### src/rtl/core/mp_pkg.sv
`timescale 1ns / 1ps
// ----------------------------------------------------------------------------
// mp_pkg
// shared constants, controller states and command/status structs for the
// modular power core
// ----------------------------------------------------------------------------
package mp_pkg;

    localparam logic [29:0] MODULUS    = 30'd998244353;
    localparam logic [29:0] MOD_M1     = 30'd998244352;
    // barrett reciprocal floor(2^60 / modulus)
    localparam logic [30:0] BARRETT_MU = 31'((64'd1 << 60) / 64'd998244353);
    // residues of 2^30 and 2^60, used to fold the base
    localparam logic [29:0] POW30_MOD  = 30'((64'd1 << 30) % 64'(MODULUS));
    localparam logic [29:0] POW60_MOD  = 30'((64'd1 << 60) % 64'(MODULUS));
    // multiple of M-1 above any folded exponent magnitude
    localparam logic [48:0] NEG_EXP_BIAS = 49'(64'(MOD_M1) << 19);

    typedef enum logic [2:0] {
        ST_IDLE,
        ST_REDUCE_LO,
        ST_REDUCE_HI,
        ST_FIXUP,
        ST_ISSUE_SQ,
        ST_ISSUE_MUL,
        ST_WAIT,
        ST_FINISH
    } mp_state_t;

    typedef enum logic [1:0] {
        DST_SQ,
        DST_ACC,
        DST_RED
    } mp_dest_t;

    typedef struct packed {
        logic start;
        logic reduce_lo;
        logic reduce_hi;
        logic fixup;
        logic issue_sq;
        logic issue_mul;
        logic load_out;
    } mp_cmd_t;

    typedef struct packed {
        logic mul_busy;
        logic exp_zero;
        logic exp_lsb;
    } mp_status_t;

endpackage

### src/rtl/core/mp_modmul.sv
`timescale 1ns / 1ps
// ----------------------------------------------------------------------------
// mp_modmul
// three-stage modular multiplier, product then barrett reduction, with a
// destination tag carried alongside each operation
// ----------------------------------------------------------------------------
module mp_modmul
    import mp_pkg::*;
(
    input  logic        clk,
    input  logic        rst_n,
    input  logic        op_valid,
    input  mp_dest_t    op_dest,
    input  logic [29:0] op_a,
    input  logic [29:0] op_b,
    output logic        wb_valid,
    output mp_dest_t    wb_dest,
    output logic [29:0] wb_value,
    output logic        busy
);

    localparam logic [31:0] ModW  = {2'b00, MODULUS};
    localparam logic [31:0] TwoMW = {1'b0, MODULUS, 1'b0};

    logic        s1_valid_reg, s2_valid_reg, s3_valid_reg;
    mp_dest_t    s1_dest_reg, s2_dest_reg, s3_dest_reg;
    logic [59:0] s1_prod_reg;
    logic [31:0] s2_plow_reg, s3_plow_reg;
    logic [61:0] s2_q2_reg;
    logic [31:0] s3_t_reg;

    logic [59:0] s1_prod_next;
    logic [61:0] s2_q2_next;
    logic [60:0] t_full;
    logic [31:0] s3_t_next;
    logic [31:0] rem;

    assign s1_prod_next = {30'd0, op_a} * {30'd0, op_b};
    assign s2_q2_next   = {31'd0, s1_prod_reg[59:29]} * {31'd0, BARRETT_MU};
    assign t_full       = {30'd0, s2_q2_reg[61:31]} * {31'd0, MODULUS};
    assign s3_t_next    = t_full[31:0];

    // remainder lies in 0..3M-1, so the low 32 bits are exact
    assign rem = s3_plow_reg - s3_t_reg;

    always_comb
    begin
        if (rem >= TwoMW)
        begin
            wb_value = 30'(rem - TwoMW);
        end
        else if (rem >= ModW)
        begin
            wb_value = 30'(rem - ModW);
        end
        else
        begin
            wb_value = rem[29:0];
        end
    end

    always_ff @(posedge clk or negedge rst_n)
    begin
        if (!rst_n)
        begin
            s1_valid_reg <= 1'b0;
            s2_valid_reg <= 1'b0;
            s3_valid_reg <= 1'b0;
        end
        else
        begin
            s1_valid_reg <= op_valid;
            s2_valid_reg <= s1_valid_reg;
            s3_valid_reg <= s2_valid_reg;
        end
    end

    always_ff @(posedge clk)
    begin
        s1_dest_reg <= op_dest;
        s1_prod_reg <= s1_prod_next;
        s2_dest_reg <= s1_dest_reg;
        s2_plow_reg <= s1_prod_reg[31:0];
        s2_q2_reg   <= s2_q2_next;
        s3_dest_reg <= s2_dest_reg;
        s3_plow_reg <= s2_plow_reg;
        s3_t_reg    <= s3_t_next;
    end

    assign wb_valid = s3_valid_reg;
    assign wb_dest  = s3_dest_reg;
    assign busy     = s1_valid_reg | s2_valid_reg | s3_valid_reg;

endmodule

### src/rtl/core/mp_datapath.sv
`timescale 1ns / 1ps
// ----------------------------------------------------------------------------
// mp_datapath
// input capture, base reduction through the shared modular multiplier,
// exponent folding, square and multiply registers, result register
// ----------------------------------------------------------------------------
module mp_datapath
    import mp_pkg::*;
(
    input  logic        clk,
    input  logic        rst_n,
    input  mp_cmd_t     cmd,
    input  logic [63:0] base,
    input  logic [63:0] exponent,
    output mp_status_t  status,
    output logic [29:0] power,
    output logic        no_inverse
);

    logic [63:0] bmag_reg, bmag_next;
    logic [63:0] emag_reg, emag_next;
    logic        bneg_reg, bneg_next;
    logic        eneg_reg, eneg_next;
    logic [29:0] rb_reg, rb_next;
    logic [47:0] re_reg, re_next;
    logic [62:0] e_reg, e_next;
    logic [29:0] acc_reg, acc_next;
    logic [29:0] sq_reg, sq_next;
    logic        noinv_reg, noinv_next;
    logic [29:0] power_reg, power_next;
    logic        no_inverse_reg, no_inverse_next;

    logic [29:0] lo_step;
    logic [30:0] rb_sum;
    logic [29:0] rb_acc;
    logic [24:0] efold;
    logic [29:0] a_val;
    logic        fix_noinv;
    logic [62:0] e_fix;

    logic        mul_valid;
    mp_dest_t    mul_dest;
    logic [29:0] mul_a;
    logic [29:0] mul_b;
    logic        wb_valid;
    mp_dest_t    wb_dest;
    logic [29:0] wb_value;
    logic        mul_busy;

    // low 30 base bits by compare and subtract, upper parts through the multiplier
    assign lo_step = (bmag_reg[29:0] >= MODULUS) ? (bmag_reg[29:0] - MODULUS)
                                                 : bmag_reg[29:0];
    assign rb_sum  = {1'b0, rb_reg} + {1'b0, wb_value};
    assign rb_acc  = (rb_sum >= {1'b0, MODULUS}) ? 30'(rb_sum - {1'b0, MODULUS})
                                                  : rb_sum[29:0];

    // m-1 = 119 * 2^23 and 2^24 == 1 mod 119, so bits 63:23 fold into 25 bits
    assign efold = {1'b0, emag_reg[46:23]} + {8'd0, emag_reg[63:47]};

    assign a_val     = (bneg_reg && (rb_reg != 30'd0)) ? (MODULUS - rb_reg) : rb_reg;
    assign fix_noinv = eneg_reg && (a_val == 30'd0);

    // negative exponent maps to a multiple of m-1 minus the folded magnitude
    always_comb
    begin
        if (fix_noinv)
        begin
            e_fix = '0;
        end
        else if (eneg_reg)
        begin
            e_fix = {14'd0, NEG_EXP_BIAS - {1'b0, re_reg}};
        end
        else
        begin
            e_fix = e_reg;
        end
    end

    assign mul_valid = cmd.issue_sq | cmd.issue_mul | cmd.reduce_lo | cmd.reduce_hi;

    always_comb
    begin
        mul_dest = DST_SQ;
        mul_a    = sq_reg;
        mul_b    = sq_reg;
        if (cmd.reduce_lo)
        begin
            mul_dest = DST_RED;
            mul_a    = bmag_reg[59:30];
            mul_b    = POW30_MOD;
        end
        else if (cmd.reduce_hi)
        begin
            mul_dest = DST_RED;
            mul_a    = {26'd0, bmag_reg[63:60]};
            mul_b    = POW60_MOD;
        end
        else if (cmd.issue_mul)
        begin
            mul_dest = DST_ACC;
            mul_a    = acc_reg;
        end
    end

    mp_modmul u_modmul (
        .clk      (clk),
        .rst_n    (rst_n),
        .op_valid (mul_valid),
        .op_dest  (mul_dest),
        .op_a     (mul_a),
        .op_b     (mul_b),
        .wb_valid (wb_valid),
        .wb_dest  (wb_dest),
        .wb_value (wb_value),
        .busy     (mul_busy)
    );

    always_comb
    begin
        bmag_next       = bmag_reg;
        emag_next       = emag_reg;
        bneg_next       = bneg_reg;
        eneg_next       = eneg_reg;
        rb_next         = rb_reg;
        re_next         = re_reg;
        e_next          = e_reg;
        acc_next        = acc_reg;
        sq_next         = sq_reg;
        noinv_next      = noinv_reg;
        power_next      = power_reg;
        no_inverse_next = no_inverse_reg;

        if (cmd.start)
        begin
            bmag_next = base[63] ? (~base + 64'd1) : base;
            emag_next = exponent[63] ? (~exponent + 64'd1) : exponent;
            bneg_next = base[63];
            eneg_next = exponent[63];
            e_next    = exponent[62:0];
        end

        if (cmd.reduce_lo)
        begin
            rb_next = lo_step;
            re_next = {efold, emag_reg[22:0]};
        end

        if (cmd.fixup)
        begin
            sq_next    = a_val;
            acc_next   = fix_noinv ? 30'd0 : 30'd1;
            noinv_next = fix_noinv;
            e_next     = e_fix;
        end

        if (cmd.issue_sq)
        begin
            e_next = {1'b0, e_reg[62:1]};
        end

        if (wb_valid)
        begin
            case (wb_dest)
                DST_ACC:
                begin
                    acc_next = wb_value;
                end
                DST_RED:
                begin
                    rb_next = rb_acc;
                end
                default:
                begin
                    sq_next = wb_value;
                end
            endcase
        end

        if (cmd.load_out)
        begin
            power_next      = acc_reg;
            no_inverse_next = noinv_reg;
        end
    end

    always_ff @(posedge clk)
    begin
        bmag_reg       <= bmag_next;
        emag_reg       <= emag_next;
        bneg_reg       <= bneg_next;
        eneg_reg       <= eneg_next;
        rb_reg         <= rb_next;
        re_reg         <= re_next;
        e_reg          <= e_next;
        acc_reg        <= acc_next;
        sq_reg         <= sq_next;
        noinv_reg      <= noinv_next;
        power_reg      <= power_next;
        no_inverse_reg <= no_inverse_next;
    end

    assign status.mul_busy = mul_busy;
    assign status.exp_zero = (e_reg == '0);
    assign status.exp_lsb  = e_reg[0];

    assign power      = power_reg;
    assign no_inverse = no_inverse_reg;

endmodule

### src/rtl/core/mp_ctrl.sv
`timescale 1ns / 1ps
// ----------------------------------------------------------------------------
// mp_ctrl
// sequencer for capture, reduction, square and multiply loop and result
// handoff, plus the handshake flags of both channels
// ----------------------------------------------------------------------------
module mp_ctrl
    import mp_pkg::*;
(
    input  logic       clk,
    input  logic       rst_n,
    input  logic       arg_valid,
    output logic       arg_stall,
    output logic       res_valid,
    input  logic       res_stall,
    input  mp_status_t status,
    output mp_cmd_t    cmd
);

    mp_state_t state_reg, state_next;
    logic      res_valid_reg, res_valid_next;
    logic      out_free;

    assign out_free = !res_valid_reg || !res_stall;

    always_comb
    begin
        state_next = state_reg;
        case (state_reg)
            ST_IDLE:
            begin
                if (arg_valid)
                begin
                    state_next = ST_REDUCE_LO;
                end
            end
            ST_REDUCE_LO:
            begin
                state_next = ST_REDUCE_HI;
            end
            ST_REDUCE_HI:
            begin
                state_next = ST_FIXUP;
            end
            ST_FIXUP:
            begin
                if (!status.mul_busy)
                begin
                    state_next = ST_WAIT;
                end
            end
            ST_ISSUE_SQ:
            begin
                state_next = status.exp_lsb ? ST_ISSUE_MUL : ST_WAIT;
            end
            ST_ISSUE_MUL:
            begin
                state_next = ST_WAIT;
            end
            ST_WAIT:
            begin
                if (!status.mul_busy)
                begin
                    state_next = status.exp_zero ? ST_FINISH : ST_ISSUE_SQ;
                end
            end
            ST_FINISH:
            begin
                if (out_free)
                begin
                    state_next = ST_IDLE;
                end
            end
            default:
            begin
                state_next = ST_IDLE;
            end
        endcase
    end

    always_comb
    begin
        cmd       = '0;
        arg_stall = 1'b1;
        case (state_reg)
            ST_IDLE:
            begin
                arg_stall = 1'b0;
                cmd.start = arg_valid;
            end
            ST_REDUCE_LO:
            begin
                cmd.reduce_lo = 1'b1;
            end
            ST_REDUCE_HI:
            begin
                cmd.reduce_hi = 1'b1;
            end
            ST_FIXUP:
            begin
                cmd.fixup = !status.mul_busy;
            end
            ST_ISSUE_SQ:
            begin
                cmd.issue_sq = 1'b1;
            end
            ST_ISSUE_MUL:
            begin
                cmd.issue_mul = 1'b1;
            end
            ST_FINISH:
            begin
                cmd.load_out = out_free;
            end
            default:
            begin
                cmd = '0;
            end
        endcase
    end

    always_comb
    begin
        res_valid_next = res_valid_reg;
        if (cmd.load_out)
        begin
            res_valid_next = 1'b1;
        end
        else if (res_valid_reg && !res_stall)
        begin
            res_valid_next = 1'b0;
        end
    end

    always_ff @(posedge clk or negedge rst_n)
    begin
        if (!rst_n)
        begin
            state_reg     <= ST_IDLE;
            res_valid_reg <= 1'b0;
        end
        else
        begin
            state_reg     <= state_next;
            res_valid_reg <= res_valid_next;
        end
    end

    assign res_valid = res_valid_reg;

endmodule

### src/rtl/core/modular_power_core.sv
`timescale 1ns / 1ps
// ----------------------------------------------------------------------------
// modular_power_core
// base^exponent mod 998244353 by right-to-left square and multiply, negative
// exponents through the fermat inverse
//
//   channel   handshake              payload
//   arg       arg_valid / arg_stall  base[63:0], exponent[63:0] (signed)
//   res       res_valid / res_stall  power[29:0], no_inverse
//
// one item at a time: accept, issue of the base folds, a wait until the reduced
// base is fixed up, a check, then per exponent bit a square and, when the bit
// is set, a multiply, each waiting on the three-stage shared multiplier;
// up to 63 bits for a nonnegative exponent, 48 or 49 for a negative one
// reset returns the sequencer to idle and empties the result register
// a stalled result holds; the next item is taken while it waits
// ----------------------------------------------------------------------------
module modular_power_core
    import mp_pkg::*;
(
    input  logic        clk,
    input  logic        rst_n,
    input  logic        arg_valid,
    output logic        arg_stall,
    input  logic [63:0] base,
    input  logic [63:0] exponent,
    output logic        res_valid,
    input  logic        res_stall,
    output logic [29:0] power,
    output logic        no_inverse
);

    mp_cmd_t    cmd;
    mp_status_t status;

    mp_ctrl u_ctrl (
        .clk       (clk),
        .rst_n     (rst_n),
        .arg_valid (arg_valid),
        .arg_stall (arg_stall),
        .res_valid (res_valid),
        .res_stall (res_stall),
        .status    (status),
        .cmd       (cmd)
    );

    mp_datapath u_datapath (
        .clk        (clk),
        .rst_n      (rst_n),
        .cmd        (cmd),
        .base       (base),
        .exponent   (exponent),
        .status     (status),
        .power      (power),
        .no_inverse (no_inverse)
    );

endmodule

### config.mk
export PLATFORM = sky130hd
export DESIGN_NAME = modular_power_core
export DESIGN_NICKNAME = d
export VERILOG_FILES = /design/src/rtl/core/mp_pkg.sv /design/src/rtl/core/mp_modmul.sv /design/src/rtl/core/mp_datapath.sv /design/src/rtl/core/mp_ctrl.sv /design/src/rtl/core/modular_power_core.sv
export SDC_FILE = /design/constraint.sdc
export NUM_CORES = 2
export LEC_CHECK = 0
export ABC_AREA = 0
export BUFFER_PORTS_ARGS = -buffer_cell sky130_fd_sc_hd__buf_4
export CAP_MARGIN = 25
export CORE_MARGIN = 5
export CORE_UTILIZATION = 60
export DETAILED_ROUTE_END_ITERATION = 12
export PLACE_DENSITY = 0.88
export SYNTH_ARGS = -nofsm -noshare
export SYNTH_HDL_FRONTEND = slang
export SYNTH_HIERARCHICAL = 1
export SYNTH_SLANG_ARGS = --single-unit
### constraint.sdc
create_clock -name clk -period 11.6 [get_ports clk]
set_input_delay 1.16 -clock clk [delete_from_list [all_inputs] [get_ports clk]]
set_output_delay 1.16 -clock clk [all_outputs]
set_load 0.01 [all_outputs]
* Word level (Yosys, flattened, before mapping)
Index checks and enable logic that the tools add are counted.
** Storage, ports and cells
- Flip-flop bits (word level) :: 594
- Input port bits :: 132
- Output and inout port bits :: 33
- Word-level logic and storage cells :: 132
** Cells by class
- $add $sub $neg :: 11
- Multiply operators :: 3
- $lt $le $gt $ge :: 4
- Eq/ne operators :: 15
- Muxes and demuxes :: 45
- Bitwise operators :: 7
- Reductions and logical operators :: 19
** Operator list (number)
- 30-bit two-way mux :: 19
- 63-bit two-way mux :: 6
- 64-bit by 1-bit adder with 64-bit output, second input constant :: 2
- 64-bit NOT :: 2
- 30-bit subtractor, second input constant :: 4
- 63-bit logical NOT :: 1
- 31-bit by 31-bit multiplier with 62-bit output, second input constant :: 1
- 62-bit two-way mux :: 1
- 30-bit by 30-bit multiplier with 60-bit output :: 1
- 49-bit by 48-bit subtractor with 49-bit output, first input constant :: 1
- 32-bit by 30-bit >= comparator with 1-bit output, second input constant :: 1
- 32-bit by 31-bit >= comparator with 1-bit output, second input constant :: 1
- 31-bit by 30-bit multiplier with 32-bit output, second input constant :: 1
- 32-bit subtractor :: 1
- 30-bit by 30-bit adder with 31-bit output :: 1
- 31-bit by 30-bit >= comparator with 1-bit output, second input constant :: 1
- 30-bit >= comparator, second input constant :: 1
- 30-bit logical NOT :: 1
- 30-bit nonzero test :: 1
- 30-bit subtractor, first input constant :: 1
- 24-bit by 17-bit adder with 25-bit output :: 1
- 3-bit one-hot mux with 8 select lines :: 1
- 3-bit == test, second input constant :: 4
- 1-bit two-way mux :: 12
- 20 further kinds :: 38

* Logic depth before layout (Yosys ltp)
- Depth after elaboration :: 9
- Mapped depth :: 41
- Gate-level depth less buffers :: 37

* Hierarchy
Netlist, hierarchy kept.
** By module, submodules not included
- mp_modmul :: times used 1, cells an instance 5253, area an instance 50034.2 µm²
- mp_datapath :: times used 1, cells an instance 2385, area an instance 22505.3 µm²
- mp_ctrl :: times used 1, cells an instance 41, area an instance 335.3 µm²

* Worst setup path after synthesis
No wires, ideal clock.
- Kind :: register to register
- Start :: register u_ctrl.state_reg[1]
- End :: register u_datapath.u_modmul.s1_prod_reg[59]
- Setup time :: 0.121 ns
- Data arrival time :: 11.214 ns
- Data required time :: 11.479 ns
- Setup slack :: 0.266 ns
- Stages on the path, launching flop included :: 36
- Period minus slack after synthesis :: 11.334 ns
- Cells stage by stage :: dfrtp_1 buf_6 and2b_1 nor2b_1 clkbuf_1 clkbuf_1 clkbuf_1 nand2_1 o21ai_0 clkbuf_1 nand2_1 fa_1 inv_1 fa_1 inv_1 fa_1 inv_1 fa_1 fa_1 fa_1 fa_1 inv_1 fa_1 inv_1 ha_1 and2_1 and3_1 nand2_1 or4_1 o211ai_1 a21oi_1 o21ai_0 a21oi_1 o21ai_0 a21oi_1 xnor2_1
** RTL lines
- start: declaration :: RTL line mp_ctrl.sv:20 : mp_state_t state_reg, state_next;
- start signal: assignment :: RTL line mp_ctrl.sv:144 : state_reg <= state_next;
- end signal: assignment :: RTL line mp_modmul.sv:81 : s1_prod_reg <= s1_prod_next;
- end: declaration :: RTL line mp_modmul.sv:27 : logic [59:0] s1_prod_reg;

==> impl_metrics.tcl <==
set metrics [dict create \
    status "finished clean" \
    ys_top_cells_by_area "fa_1 (29%), ha_1 (13%), edfxtp_1 (11%)" \
    nets 9626 \
    cp_common_cell "fa_1" \
    numCtsBuffers 60 \
    mostFrequentLayoutCell "inv_1" \
    io_pins 165 \
    postRouteAntennaNets 0 \
    vias_per_cell 6.10 \
    routedWlPerCell_um 22.6 \
    yosysWarnings 6 \
    layout_common_cells "inv_1 (1346), fa_1 (1050), ha_1 (772), nand2_1 (746), and2_1 (542)" \
    finalSetupViolCount 0 \
    final_layout_size_suffix_gt1_frac 0.0633 \
    post_cts.repair.setup_buffers 0 \
    multi_input_area_mm2 0.0526 \
    firstDrtPassIters 10 \
    final_max_slew_viol_count 0 \
    first_global_vias 59600 \
    min_path_type "in2async" \
    syn_area_mm2 0.0729 \
    ff_latch_area_mm2 0.0140 \
    cap_violations 0 \
    fp.dieW_um 359 \
    synth_top_area_share 0.288 \
    yosysSeqAreaShare 0.193 \
    syn2layout_area_growth_pct 7.05 \
    synth_edf_count 272 \
    finClkSkew_ns 0.0310 \
    placementRows 127 \
    hold_violations 0 \
    setup_ws_ns 0.363 \
    wirelength_um 212000 \
    htreeDepth 2 \
    synth_cell_types 106 \
    critPathCaptureType "flop" \
    critPathMaxStageDelay_ns 0.84 \
    dp_slack_ns 0.619 \
    overflow 0 \
    slowest_stage "and2_2" \
    postSynthCellCount 7679 \
    cp-start-kind "flop" \
    insertion_delay_ns 0.67 \
    dpl.hpwl_um 165000 \
    worst_slew_pin_slew_ns 1.11 \
    syn_area_per_cell_um2 9.49 \
    cts.reportedPaths.clkPinSlew_ns 0.06 \
    ctsLongestPathBuffers 3 \
    antenna_found_initial 13 \
    crit_type "reg2reg" \
    initial_core_util 0.606 \
    clock-root-buffer "clkbuf_16" \
    cp_data_arrival_time_ns 11.78 \
    slew-limit-headroom 0.259 \
    grt_first_pass_wirelength_um 328000 \
    tns_ns 0 \
    cts_tree "done" \
    netlist.top_cell.by_area "fa_1" \
    detail_route.iter0.violations 5731 \
    cp_max_fo 32 \
    crit_buf_inv 5 \
    die_y_um 359 \
    clkSinkCount 563 \
    fillCellCount 9097 \
    fin_crit_sh 0.969 \
    drc 0 \
    io_buffers 164 \
    syn-num-nets 9633 \
    core_area_mm2 0.120 \
    rsz0062_at_grt "false" \
    ys.flop_type "dfxtp_1" \
    min_period_ns 11.24 \
    synth-seq-cells 563 \
    die-area_mm2 0.129 \
    max_freq_mhz 89.0 \
    cp.required_ns 12.15 \
    grt_max_degree 165 \
    gp_congestion 1.07 \
    synthArstFlopShare 0.0124 \
    dr_total_vias 57000 \
    path_delay_family "adder cells" \
    grt_use_total 0.328 \
]
final cells by class:
cell class / count / share of cell area
Multi-Input combinational cell: 5430 / 0.674
Sequential cell: 563 / 0.180
Inverter: 1349 / 0.0650
Timing Repair Buffer: 268 / 0.0282
Tap cell: 1612 / 0.0259
Clock buffer: 71 / 0.0208
Clock inverter: 43 / 0.00550
Antenna cell: 12 / 0.000385
stage by stage:
stage / hold slack, ns / instances / area (µm²) / util
finish: 0.317 / 9348 / 78000 / 0.649
global route: 0.304 / 9347 / 78000 / 0.648
CTS: 0.289 / 9331 / 77900 / 0.647
detailed placement: 0.312 / 9217 / 75800 / 0.630
global placement: 0.311 / 9210 / 75700 / 0.629
floorplan: 0.310 / 7679 / 72900 / -
synthesized netlist by cell type (all sizes together), types with 216 or more instances:
| master | number |
|---|---|
| a21oi | 227 |
| edfxtp | 272 |
| ha | 772 |
| fa | 1050 |
| inv | 1347 |
| and2 | 546 |
| dfxtp | 284 |
| clkbuf | 300 |
| nand2 | 746 |
| o21ai | 305 |
| nor2 | 216 |
| xnor2 | 300 |
path summary, 6_finish.rpt:
kind,slack [ns],cells past startpoint,from,to
worst max-delay path,0.36,29,u_ctrl/state_reg[1],u_datapath/u_modmul/s1_prod_reg[59]
worst min-delay path,0.32,1,rst_n,u_ctrl/state_reg[2]
worst max register to register,0.36,29,u_ctrl/state_reg[1],u_datapath/u_modmul/s1_prod_reg[59]
worst min register to register,0.32,0,u_datapath/u_modmul/s2_plow_reg[19],u_datapath/u_modmul/s3_plow_reg[19]
max in group asynchronous,11.15,1,rst_n,u_datapath/u_modmul/s2_valid_reg
min in group clk,0.32,0,u_datapath/u_modmul/s2_plow_reg[19],u_datapath/u_modmul/s3_plow_reg[19]
metal layers:
| metal | wire length, µm | global-route usage |
|---|---|---|
| met1 | 75600 | 0.395 |
| met5 | 11 | 0.00226 |
| met2 | 96300 | 0.529 |
| met3 | 21900 | 0.0772 |
| met4 | 17900 | 0.216 |
kinds of logic (layout without fill, tap and decap cells):
family,count (synthesis),after routing,share of synthesized area
AND/OR/NAND/NOR,2065,2065,0.145
flip-flops,563,563,0.193
other,0,12,0
AO/OA/AOI/OAI,1089,1089,0.0983
multiplexers,42,42,0.00582
adder cells (fa/ha/maj),1822,1822,0.421
buffers and inverters,1686,1731,0.0879
XOR/XNOR,412,412,0.0495
what timing repair did:
action                     in CTS  in global routing
resized for setup               0                  1
hold buffers                    0                  0
setup endpoints to repair       0                  1
Power is not shown: default switching activity piles up to over one toggle a cycle in this logic, so the estimate is an artifact.
